## src/design/mrpt_pkg.sv

```systemverilog
// Package for the 64-bit Miller-Rabin prime test: types, witness and limit tables.
// No dependencies.
`default_nettype none
package mrpt_pkg;
   localparam int unsigned DataWidth = 64;
   localparam int unsigned NumWit = 12;
   localparam int unsigned NumLim = 9;

   typedef logic [DataWidth-1:0] word_type;
   typedef logic [3:0] widx_type;
   typedef logic [6:0] bcnt_type;

   // datapath commands
   typedef enum logic [2:0] {
      CMD_NONE,
      CMD_LOAD,
      CMD_SHIFT_D,
      CMD_POW_INIT,
      CMD_MUL_START,
      CMD_MUL_STEP,
      CMD_POW_NEXT,
      CMD_SQ_START
   } cmd_type;

   typedef enum logic [1:0] {
      MSEL_ACC_BASE,
      MSEL_BASE_BASE,
      MSEL_X_X
   } msel_type;

   typedef struct packed {
      cmd_type  cmd;
      msel_type msel;
      widx_type wit;
   } ctrl_type;

   typedef struct packed {
      logic     lt2;
      logic     is2;
      logic     even;
      logic     d_odd;
      logic     ex_zero;
      logic     ex_lsb;
      logic     mul_done;
      logic     x_is_one;
      logic     x_is_nm1;
      widx_type wit_count;
   } stat_type;

   typedef enum logic [3:0] {
      ST_IDLE, ST_CLASS, ST_SPLIT, ST_WIT, ST_POW_CHK, ST_POW_MUL, ST_POW_SQ,
      ST_POW_ADV, ST_CHECK, ST_SQ, ST_SQ_CHK, ST_DONE
   } state_type;

   function automatic word_type witness(input widx_type i);
      word_type w;
      case (i)
         4'd0: w = 64'd2;   4'd1: w = 64'd3;   4'd2: w = 64'd5;   4'd3: w = 64'd7;
         4'd4: w = 64'd11;  4'd5: w = 64'd13;  4'd6: w = 64'd17;  4'd7: w = 64'd19;
         4'd8: w = 64'd23;  4'd9: w = 64'd29;  4'd10: w = 64'd31; default: w = 64'd37;
      endcase
      return w;
   endfunction

   // witness count from magnitude thresholds
   function automatic widx_type wit_count(input word_type n);
      widx_type k;
      if (n < 64'd2046) k = 4'd1;
      else if (n < 64'd1373652) k = 4'd2;
      else if (n < 64'd25326000) k = 4'd3;
      else if (n < 64'd3215031750) k = 4'd4;
      else if (n < 64'd2152302898746) k = 4'd5;
      else if (n < 64'd3474749660382) k = 4'd6;
      else if (n < 64'd341550071728320) k = 4'd7;
      else if (n < 64'd3825123056546413050) k = 4'd9;
      else k = 4'd12;
      return k;
   endfunction
endpackage
`default_nettype wire

```

## src/design/mrpt_if.sv

```systemverilog
// Valid/ready channel interface carrying a generic payload.
// Depends on nothing.
`default_nettype none
interface mrpt_if #(parameter int unsigned Width = 64) (input wire logic clock);
   logic             valid;
   logic             ready;
   logic [Width-1:0] data;
   modport source (output valid, output data, input ready);
   modport sink (input valid, input data, output ready);
endinterface
`default_nettype wire

```

## src/design/mrpt_datapath.sv

```systemverilog
// Datapath: candidate, exponent, power accumulators and a shift-add modular multiplier.
// Depends on mrpt_pkg.
`default_nettype none
module mrpt_datapath (
   input  wire logic              clock,
   input  wire mrpt_pkg::word_type candidate,
   input  wire mrpt_pkg::ctrl_type ctrl,
   output      mrpt_pkg::stat_type stat
);
   import mrpt_pkg::*;

   word_type n_ff, n_in, d_ff, d_in, ex_ff, ex_in;
   word_type acc_ff, acc_in, base_ff, base_in;
   word_type ma_ff, ma_in, mb_ff, mb_in, mr_ff, mr_in;
   word_type nm1;
   logic [DataWidth:0] s1, s2;
   word_type r1, r2;

   assign nm1 = n_ff - 64'd1;

   // modular add with carry-out handling
   always_comb begin
      s1 = {1'b0, mr_ff} + {1'b0, ma_ff};
      r1 = (s1 >= {1'b0, n_ff}) ? DataWidth'(s1 - {1'b0, n_ff}) : s1[DataWidth-1:0];
      s2 = {1'b0, ma_ff} + {1'b0, ma_ff};
      r2 = (s2 >= {1'b0, n_ff}) ? DataWidth'(s2 - {1'b0, n_ff}) : s2[DataWidth-1:0];
   end

   // datapath register update
   always_comb begin
      n_in = n_ff; d_in = d_ff; ex_in = ex_ff; acc_in = acc_ff; base_in = base_ff;
      ma_in = ma_ff; mb_in = mb_ff; mr_in = mr_ff;
      unique case (ctrl.cmd)
         CMD_LOAD: begin
            n_in = candidate;
            d_in = candidate - 64'd1;
         end
         CMD_SHIFT_D: d_in = d_ff >> 1;
         CMD_POW_INIT: begin
            acc_in = 64'd1;
            base_in = witness(ctrl.wit);
            ex_in = d_ff;
         end
         CMD_MUL_START: begin
            mr_in = '0;
            case (ctrl.msel)
               MSEL_ACC_BASE: begin ma_in = base_ff; mb_in = acc_ff; end
               MSEL_BASE_BASE: begin ma_in = base_ff; mb_in = base_ff; end
               default: begin ma_in = acc_ff; mb_in = acc_ff; end
            endcase
         end
         CMD_MUL_STEP: begin
            if (mb_ff[0]) mr_in = r1;
            ma_in = r2;
            mb_in = mb_ff >> 1;
         end
         CMD_POW_NEXT: begin
            case (ctrl.msel)
               MSEL_ACC_BASE: acc_in = mr_ff;
               MSEL_BASE_BASE: begin base_in = mr_ff; ex_in = ex_ff >> 1; end
               default: acc_in = mr_ff;
            endcase
         end
         default: ;
      endcase
   end

   // hold datapath values
   always_ff @(posedge clock) begin
      n_ff <= n_in; d_ff <= d_in; ex_ff <= ex_in; acc_ff <= acc_in; base_ff <= base_in;
      ma_ff <= ma_in; mb_ff <= mb_in; mr_ff <= mr_in;
   end

   assign stat.lt2 = n_ff < 64'd2;
   assign stat.is2 = n_ff == 64'd2;
   assign stat.even = ~n_ff[0];
   assign stat.d_odd = d_ff[0];
   assign stat.ex_zero = ex_ff == '0;
   assign stat.ex_lsb = ex_ff[0];
   assign stat.mul_done = mb_ff == '0;
   assign stat.x_is_one = acc_ff == 64'd1;
   assign stat.x_is_nm1 = acc_ff == nm1;
   assign stat.wit_count = wit_count(n_ff);
endmodule
`default_nettype wire

```

## src/design/mrpt_ctrl.sv

```systemverilog
// Controller FSM sequencing classification, d/r split, witness powers and squarings.
// Depends on mrpt_pkg.
`default_nettype none
module mrpt_ctrl (
   input  wire logic              clock,
   input  wire logic              reset,
   input  wire logic              in_fire,
   input  wire logic              out_busy,
   output      logic              in_ready,
   output      logic              out_set,
   output      logic              out_flag,
   output      mrpt_pkg::ctrl_type ctrl,
   input  wire mrpt_pkg::stat_type stat
);
   import mrpt_pkg::*;

   state_type state_ff, state_in;
   widx_type wit_ff, wit_in;
   bcnt_type r_ff, r_in, sq_ff, sq_in;
   logic mul_run_ff, mul_run_in, res_ff, res_in;

   // next state
   always_comb begin
      state_in = state_ff; wit_in = wit_ff; r_in = r_ff; sq_in = sq_ff;
      mul_run_in = mul_run_ff; res_in = res_ff;
      unique case (state_ff)
         ST_IDLE: if (in_fire) state_in = ST_CLASS;
         ST_CLASS: begin
            r_in = '0; wit_in = '0;
            if (stat.lt2 || (stat.even && !stat.is2)) begin
               res_in = 1'b0; state_in = ST_DONE;
            end else if (stat.is2) begin
               res_in = 1'b1; state_in = ST_DONE;
            end else state_in = ST_SPLIT;
         end
         ST_SPLIT: if (stat.d_odd) state_in = ST_WIT; else r_in = r_ff + 7'd1;
         ST_WIT: begin
            if (wit_ff == stat.wit_count) begin
               res_in = 1'b1; state_in = ST_DONE;
            end else state_in = ST_POW_CHK;
         end
         ST_POW_CHK: begin
            mul_run_in = 1'b0;
            if (stat.ex_zero) state_in = ST_CHECK;
            else if (stat.ex_lsb) state_in = ST_POW_MUL;
            else state_in = ST_POW_SQ;
         end
         ST_POW_MUL: begin
            mul_run_in = 1'b1;
            if (mul_run_ff && stat.mul_done) begin
               mul_run_in = 1'b0; state_in = ST_POW_SQ;
            end
         end
         ST_POW_SQ: begin
            mul_run_in = 1'b1;
            if (mul_run_ff && stat.mul_done) begin
               mul_run_in = 1'b0; state_in = ST_POW_CHK;
            end
         end
         ST_CHECK: begin
            sq_in = 7'd1;
            if (stat.x_is_one || stat.x_is_nm1) begin
               wit_in = wit_ff + 4'd1; state_in = ST_WIT;
            end else state_in = ST_SQ;
         end
         ST_SQ: begin
            if (sq_ff >= r_ff) begin
               res_in = 1'b0; state_in = ST_DONE;
            end else begin
               mul_run_in = 1'b1;
               if (mul_run_ff && stat.mul_done) begin
                  mul_run_in = 1'b0; state_in = ST_SQ_CHK;
               end
            end
         end
         ST_SQ_CHK: begin
            if (stat.x_is_nm1) begin
               wit_in = wit_ff + 4'd1; state_in = ST_WIT;
            end else begin
               sq_in = sq_ff + 7'd1; state_in = ST_SQ;
            end
         end
         ST_DONE: if (!out_busy) state_in = ST_IDLE;
         default: state_in = ST_IDLE;
      endcase
   end

   // outputs
   always_comb begin
      ctrl.cmd = CMD_NONE; ctrl.msel = MSEL_ACC_BASE; ctrl.wit = wit_ff;
      in_ready = 1'b0; out_set = 1'b0; out_flag = res_ff;
      unique case (state_ff)
         ST_IDLE: begin
            in_ready = 1'b1;
            if (in_fire) ctrl.cmd = CMD_LOAD;
         end
         ST_SPLIT: if (!stat.d_odd) ctrl.cmd = CMD_SHIFT_D;
         ST_WIT: ctrl.cmd = CMD_POW_INIT;
         ST_POW_MUL, ST_POW_SQ, ST_SQ: begin
            ctrl.msel = (state_ff == ST_POW_MUL) ? MSEL_ACC_BASE :
                        (state_ff == ST_POW_SQ) ? MSEL_BASE_BASE : MSEL_X_X;
            if (!mul_run_ff) ctrl.cmd = CMD_MUL_START;
            else if (!stat.mul_done) ctrl.cmd = CMD_MUL_STEP;
            else ctrl.cmd = CMD_POW_NEXT;
            if (state_ff == ST_SQ && sq_ff >= r_ff) ctrl.cmd = CMD_NONE;
         end
         ST_DONE: out_set = !out_busy;
         default: ;
      endcase
   end

   // hold control state
   always_ff @(posedge clock) begin
      if (reset) begin
         state_ff <= ST_IDLE;
         mul_run_ff <= 1'b0;
      end else begin
         state_ff <= state_in;
         mul_run_ff <= mul_run_in;
      end
      wit_ff <= wit_in; r_ff <= r_in; sq_ff <= sq_in; res_ff <= res_in;
   end
endmodule
`default_nettype wire

```

## src/design/miller_rabin_prime_test_64.sv

```systemverilog
// Top level of the deterministic 64-bit Miller-Rabin prime test.
// Depends on mrpt_pkg, mrpt_if, mrpt_ctrl and mrpt_datapath.
//
// Usage: a 64-bit candidate item enters on the req channel (valid/ready);
// one 1-bit item leaves on the rsp channel: 1 when the candidate is prime.
// One item is processed at a time. Values below 2 and even values finish
// straight after classification. Odd candidates run up to 12 witnesses;
// each modular power takes up to 126 modular products, each on the single
// shift-add multiplier, plus up to 62 extra squarings. The worst case is
// set by that multiplier.
// The result sits in an output register; a new candidate is accepted once
// the result has been handed to that register, even while rsp is stalled.
// A stalled rsp holds its item and the controller waits in its final state
// only while the output register is still full.
// Reset (synchronous, active high) returns the controller to idle and
// empties the output register.
`default_nettype none
module miller_rabin_prime_test_64 (
   input wire logic clock,
   input wire logic reset,
   mrpt_if.sink     req,
   mrpt_if.source   rsp
);
   import mrpt_pkg::*;

   ctrl_type ctrl;
   stat_type stat;
   logic in_fire, out_set, out_flag, in_ready;
   logic rsp_valid_ff, rsp_valid_in, rsp_flag_ff, rsp_flag_in;

   assign in_fire = req.valid && in_ready;
   assign req.ready = in_ready;

   mrpt_ctrl u_ctrl (
      .clock(clock), .reset(reset), .in_fire(in_fire), .out_busy(rsp_valid_ff && !rsp.ready),
      .in_ready(in_ready), .out_set(out_set), .out_flag(out_flag), .ctrl(ctrl), .stat(stat)
   );

   mrpt_datapath u_dp (
      .clock(clock), .candidate(req.data), .ctrl(ctrl), .stat(stat)
   );

   // output register
   always_comb begin
      rsp_valid_in = rsp_valid_ff && !rsp.ready;
      rsp_flag_in = rsp_flag_ff;
      if (out_set) begin
         rsp_valid_in = 1'b1;
         rsp_flag_in = out_flag;
      end
   end

   always_ff @(posedge clock) begin
      if (reset) rsp_valid_ff <= 1'b0;
      else rsp_valid_ff <= rsp_valid_in;
      rsp_flag_ff <= rsp_flag_in;
   end

   assign rsp.valid = rsp_valid_ff;
   assign rsp.data = rsp_flag_ff;

`ifndef SYNTHESIS
   a_no_overwrite: assert property (@(posedge clock) disable iff (reset)
      out_set |-> !(rsp_valid_ff && !rsp.ready)) else $error("result overwritten");
   a_ready_idle: assert property (@(posedge clock) disable iff (reset)
      in_fire |=> !in_ready) else $error("accepted while busy");
   a_one_result: assert property (@(posedge clock) disable iff (reset)
      out_set |=> !out_set) else $error("double result");
`endif
endmodule
`default_nettype wire

```

## src/flat_wrapper.sv

```systemverilog
// flat-port wrapper written by rule: the top's interface ports become plain ports
module miller_rabin_prime_test_64_flat import mrpt_pkg::*;
  (clock, reset, req_valid, req_data, req_ready, rsp_valid, rsp_data, rsp_ready);
  mrpt_if #(.Width(64)) req_i (.clock(clock));
  mrpt_if #(.Width(1)) rsp_i (.clock(clock));
  input wire logic clock;
  input wire logic reset;
  input wire logic [$bits(req_i.valid)-1:0] req_valid;
  input wire logic [$bits(req_i.data)-1:0] req_data;
  output wire logic [$bits(req_i.ready)-1:0] req_ready;
  output wire logic [$bits(rsp_i.valid)-1:0] rsp_valid;
  output wire logic [$bits(rsp_i.data)-1:0] rsp_data;
  input wire logic [$bits(rsp_i.ready)-1:0] rsp_ready;
  assign req_i.valid = req_valid;
  assign req_i.data = req_data;
  assign req_ready = req_i.ready;
  assign rsp_valid = rsp_i.valid;
  assign rsp_data = rsp_i.data;
  assign rsp_i.ready = rsp_ready;
  miller_rabin_prime_test_64 u_core (.clock(clock), .reset(reset), .req(req_i), .rsp(rsp_i));
endmodule
```

## config.mk

```make
export PLATFORM = sky130hd
export DESIGN_NAME = miller_rabin_prime_test_64_flat
export DESIGN_NICKNAME = d
export VERILOG_FILES = /design/src/design/mrpt_pkg.sv /design/src/design/mrpt_if.sv /design/src/design/mrpt_datapath.sv /design/src/design/mrpt_ctrl.sv /design/src/design/miller_rabin_prime_test_64.sv /design/src/flat_wrapper.sv
export SDC_FILE = /design/constraint.sdc
export NUM_CORES = 2
export LEC_CHECK = 0
export BUFFER_PORTS_ARGS = -buffer_cell sky130_fd_sc_hd__clkbuf_2
export CAP_MARGIN = 20
export CELL_PAD_IN_SITES_DETAIL_PLACEMENT = 1
export CELL_PAD_IN_SITES_GLOBAL_PLACEMENT = 2
export CORE_MARGIN = 2
export CORE_UTILIZATION = 40
export CTS_BUF_LIST = sky130_fd_sc_hd__clkbuf_4
export CTS_CLUSTER_DIAMETER = 120
export DETAILED_ROUTE_END_ITERATION = 10
export PLACE_DENSITY_LB_ADDON = 0.12
export SETUP_SLACK_MARGIN = 0.4
export SYNTH_ARGS = -nofsm -noshare
export SYNTH_HDL_FRONTEND = slang
export SYNTH_SLANG_ARGS = --single-unit
```

## constraint.sdc

```tcl
create_clock -name clock -period 12.65 [get_ports clock]
set_input_delay 2.53 -clock clock [delete_from_list [all_inputs] [get_ports clock]]
set_output_delay 2.53 -clock clock [all_outputs]
set_load 0.02 [all_outputs]
```

==> impl_metrics.csv <==
group,metric,value,unit
yosys,synth-xor-area-share,7.09,%
clock_network,clockBufferDepth,3,
yosys,syn_avg_cell_area,9.19,um2
yosys,synth.mux.area_fraction,3.89,%
drt,vias,35763,
timing,hold_violations,0,
cells_and_area,layout_commonest_cell,"edfxtp_1",
power,cellLeakagePower,16.2,nW
setup_path,crit_arrival,9.51,ns
setup_path,path_cells,"ha_1 > a211oi_1 > o21ai_0 > nand4_1 > a21oi_1 > nor4b_1 > o31ai_1 > a221oi_1 > o311a_1 > nor2b_1 > xnor2_1 > ha_1 > nand4_1 > nor3_1 > nand3_1 > o31ai_1 > a31oi_1 > o211ai_1 > nand3_1 > nor3b_2 > buf_4 > buf_4 > a211o_1 > a21oi_1",
yosys,synth.net_count,4622,
timing,rsz0062_at_grt,"false",
yosys,synth-edff-count,532,
timing,period_share,68.1,%
global_routing,grt_first_pass_wirelength,239000,um
yosys,ys_seq_area_share,40.6,%
setup_path,start_kind,"register",
drt,wl_per_cell,27.9,um
setup_path,worst-r2r-setup-slack,4.04,ns
floorplanning,dieArea,0.102,mm2
timing,min_period,8.61,ns
drt,vias_per_cell,6.16,
setup_path,required,13.54,ns
yosys,synthTopCellsByArea,"edfxtp_1 (40%), ha_1 (6.5%), xnor2_1 (4.4%), nand2_1 (4.2%), nor2_1 (4.0%)",
worst_hold_path,hold_path_class,"register to register",
global_routing,grt_pass1_vias,35997,
yosys,ys.flop_type,"edfxtp_1",
global_routing,grt_max_degree,73,
clock_network,ctsHoldBuffers,0,
place,gp_congestion,0.965,
clock_network,clk_pin_slew,0.08,ns
clock_network,tritoncts,"done",
yosys,synth-async-reset-ratio,0,%
power,ir_worst_vdd,0.0948,mV
floorplanning,rows,115,
timing,slew_viol_final,0,
timing,setup_tns,0,ns
yosys,synth_cells,4344,
setup_path,critPathKind,"register to register",
setup_path,path_delay_family,"compound AO/OA/AOI/OAI gates",
cells_and_area,fillCellCount,11465,
timing,final-setup-viol-count,0,
floorplanning,die_h,320,um
cells_and_area,area_delta_synth_final,8.86,%
place,dpl.hpwl,126000,um
setup_path,path_buf_inv,2,
drt,first_iter_violations,2804,
yosys,ys_ff_latch,544,
timing,fmax,116,MHz
power,power_density,206,mW/mm2
timing,worst_pin_slew,1.23,ns
place,place_area,0.0414,mm2
global_routing,antenna_found_initial,8,
cells_and_area,mostFrequentLayoutCells,"edfxtp_1 (532), nand2_1 (442), nor2_1 (421)",
clock_network,cts_buffers,156,
setup_path,cp_slowest_cell,"a221oi_1",
cells_and_area,drive_gt1_share,10.7,%
yosys,synth_top_family_by_area,"simple AND/OR/NAND/NOR gates",
clock_network,cts.sinks,544,
yosys,synth_top_area_share,40.0,%
place,dp_slack,4.23,ns
power,total_power,0.00893,W
timing,fin_skew,0.0841,ns
drt,drc,0,
cells_and_area,finalInstanceArea,0.0434,mm2
floorplanning,initial_utilization,40.4,%
yosys,synth_top_area_cell,"edfxtp_1",
floorplanning,pin_count,71,
global_routing,globalRoute.totalOverflow,0,
drt,wl,162000,um
setup_path,cpPeakStageDelay,0.95,ns
timing,slew_headroom,17.2,%
yosys,syn_area,0.0399,mm2
clock_network,cts-root-buf,"clkbuf_4",
clock_network,post_cts_buffers,0,
drt,ant_nets,0,
floorplanning,die_w,320,um
yosys,synthDistinctLibCells,95,
run,maxCapViolations,0,
timing,post-route-worst-setup-slack,4.04,ns
drt,first_pass_iters,5,
yosys,synth_simple_gate_area_share,20.6,%
cells_and_area,nets,4667,
setup_path,crit_fanout,46,
clock_network,cts_resized,0,
place,portBuffers,70,
yosys,synth_fa_ha_area_share,6.64,%
floorplanning,core,0.0987,mm2
clock_network,h-tree-depth,4,
global_routing,grt.total_usage,31.2,%
yosys,yosys_warnings,0,
clock_network,clock_latency,1.11,ns
setup_path,endpoint_kind,"register",
status,status,"completed",
yosys,synth_compound_area_share,17.5,%
kinds of logic (layout without fill, tap and decap cells):
kind of cell / count (synthesis) / in the layout
flops: 544 / 544
compound gates: 1087 / 1087
simple gates: 1658 / 1658
other cells: 0 / 4
mux: 146 / 146
xor+xnor: 323 / 323
buf+inv: 376 / 543
fa+ha+maj: 210 / 210
synthesized netlist by cell type, types with 7 or more instances:
library cell / count
nor2b_1: 35
o31ai_1: 25
nand2b_1: 42
a41oi_1: 10
a21oi_1: 314
o211ai_1: 20
and2_1: 86
o21bai_1: 35
nand4_1: 100
a211o_1: 11
o21a_1: 20
edfxtp_1: 532
mux2_2: 72
or4_1: 24
ha_1: 207
and4_1: 13
o311ai_0: 7
a2111oi_0: 7
a211oi_1: 80
mux2i_1: 74
or3_1: 42
dfxtp_1: 12
nor2_1: 425
nand3_1: 110
o22ai_1: 15
nor4_1: 137
inv_1: 140
xor2_1: 123
a31oi_1: 149
and3_1: 38
a21boi_0: 15
nor3_1: 88
o2111ai_1: 7
o21ai_0: 152
nand3b_1: 8
a21o_1: 136
or2_2: 14
nor3b_1: 8
clkbuf_1: 217
xnor2_1: 200
nand2_1: 445
a221oi_1: 10
buf_2: 9
registers in the layout, indices dropped and copies added, names as in the netlist, named ones only:
signal,flops
u_core.rsp.data,1
u_core.rsp.valid,1
u_core.u_ctrl.mul_run_ff,1
u_core.u_ctrl.out_flag,1
u_core.u_ctrl.r_ff,7
u_core.u_ctrl.sq_ff,7
u_core.u_ctrl.state_ff,4
u_core.u_ctrl.wit_ff,4
u_core.u_dp.acc_ff,64
u_core.u_dp.base_ff,64
u_core.u_dp.d_ff,64
u_core.u_dp.ex_ff,64
u_core.u_dp.ma_ff,64
u_core.u_dp.mb_ff,64
u_core.u_dp.mr_ff,64
u_core.u_dp.n_ff,64
routing by layer:
layer / wire length (um) / track usage, % / vias up
met2: 72200 / 48.8 / 1081
li1: - / - / 16443
met4: 4920 / 10.4 / 2
met5: 10 / 0 / -
met3: 10400 / 5.72 / 240
met1: 74400 / 43.4 / 17997
worst paths after layout:
check | startpoint | end | cells after the start
setup / recovery | u_core.u_dp.ma_ff[1]$_DFFE_PP_ | u_core.u_dp.mr_ff[5]$_SDFFCE_PN0P_ | 24
hold / removal | u_core.u_ctrl.out_flag$_DFFE_PP_ | u_core.rsp.data$_DFFE_PP_ | 0
setup reg to reg | u_core.u_dp.ma_ff[1]$_DFFE_PP_ | u_core.u_dp.mr_ff[5]$_SDFFCE_PN0P_ | 24
hold reg to reg | u_core.u_ctrl.out_flag$_DFFE_PP_ | u_core.rsp.data$_DFFE_PP_ | 0
cell type report:
cell class                 count  area (um2)  share of cell area (%)
sequential                   544       16200                    37.3
tap                         1287        1610                    3.71
inverter                     141         534                    1.23
multi-input combinational   3424       22300                    51.4
clock inverter                74         445                    1.03
antenna                        4        10.0                  0.0230
timing repair buffer         122         751                    1.73
clock buffer                 206        1550                    3.56
where the power goes:
part,total (W),internal [W],leakage (nW),switching [W]
sequential,0.00297,0.00250,4.90,0.000467
clock,0.00172,0.000852,1.16,0.000870
combinational,0.00424,0.00151,10.1,0.00273
through the flow:
step	instances	hold WS, ns	utilization [%]
after floorplan	4344	0.400	-
after global placement	5515	0.416	42.0
after detailed placement	5518	0.428	42.0
after CTS	5798	0.431	44.0
after global routing	5802	0.437	44.0
final	5802	0.429	44.0
No activity file was read; power rests on OpenSTA's default activity.
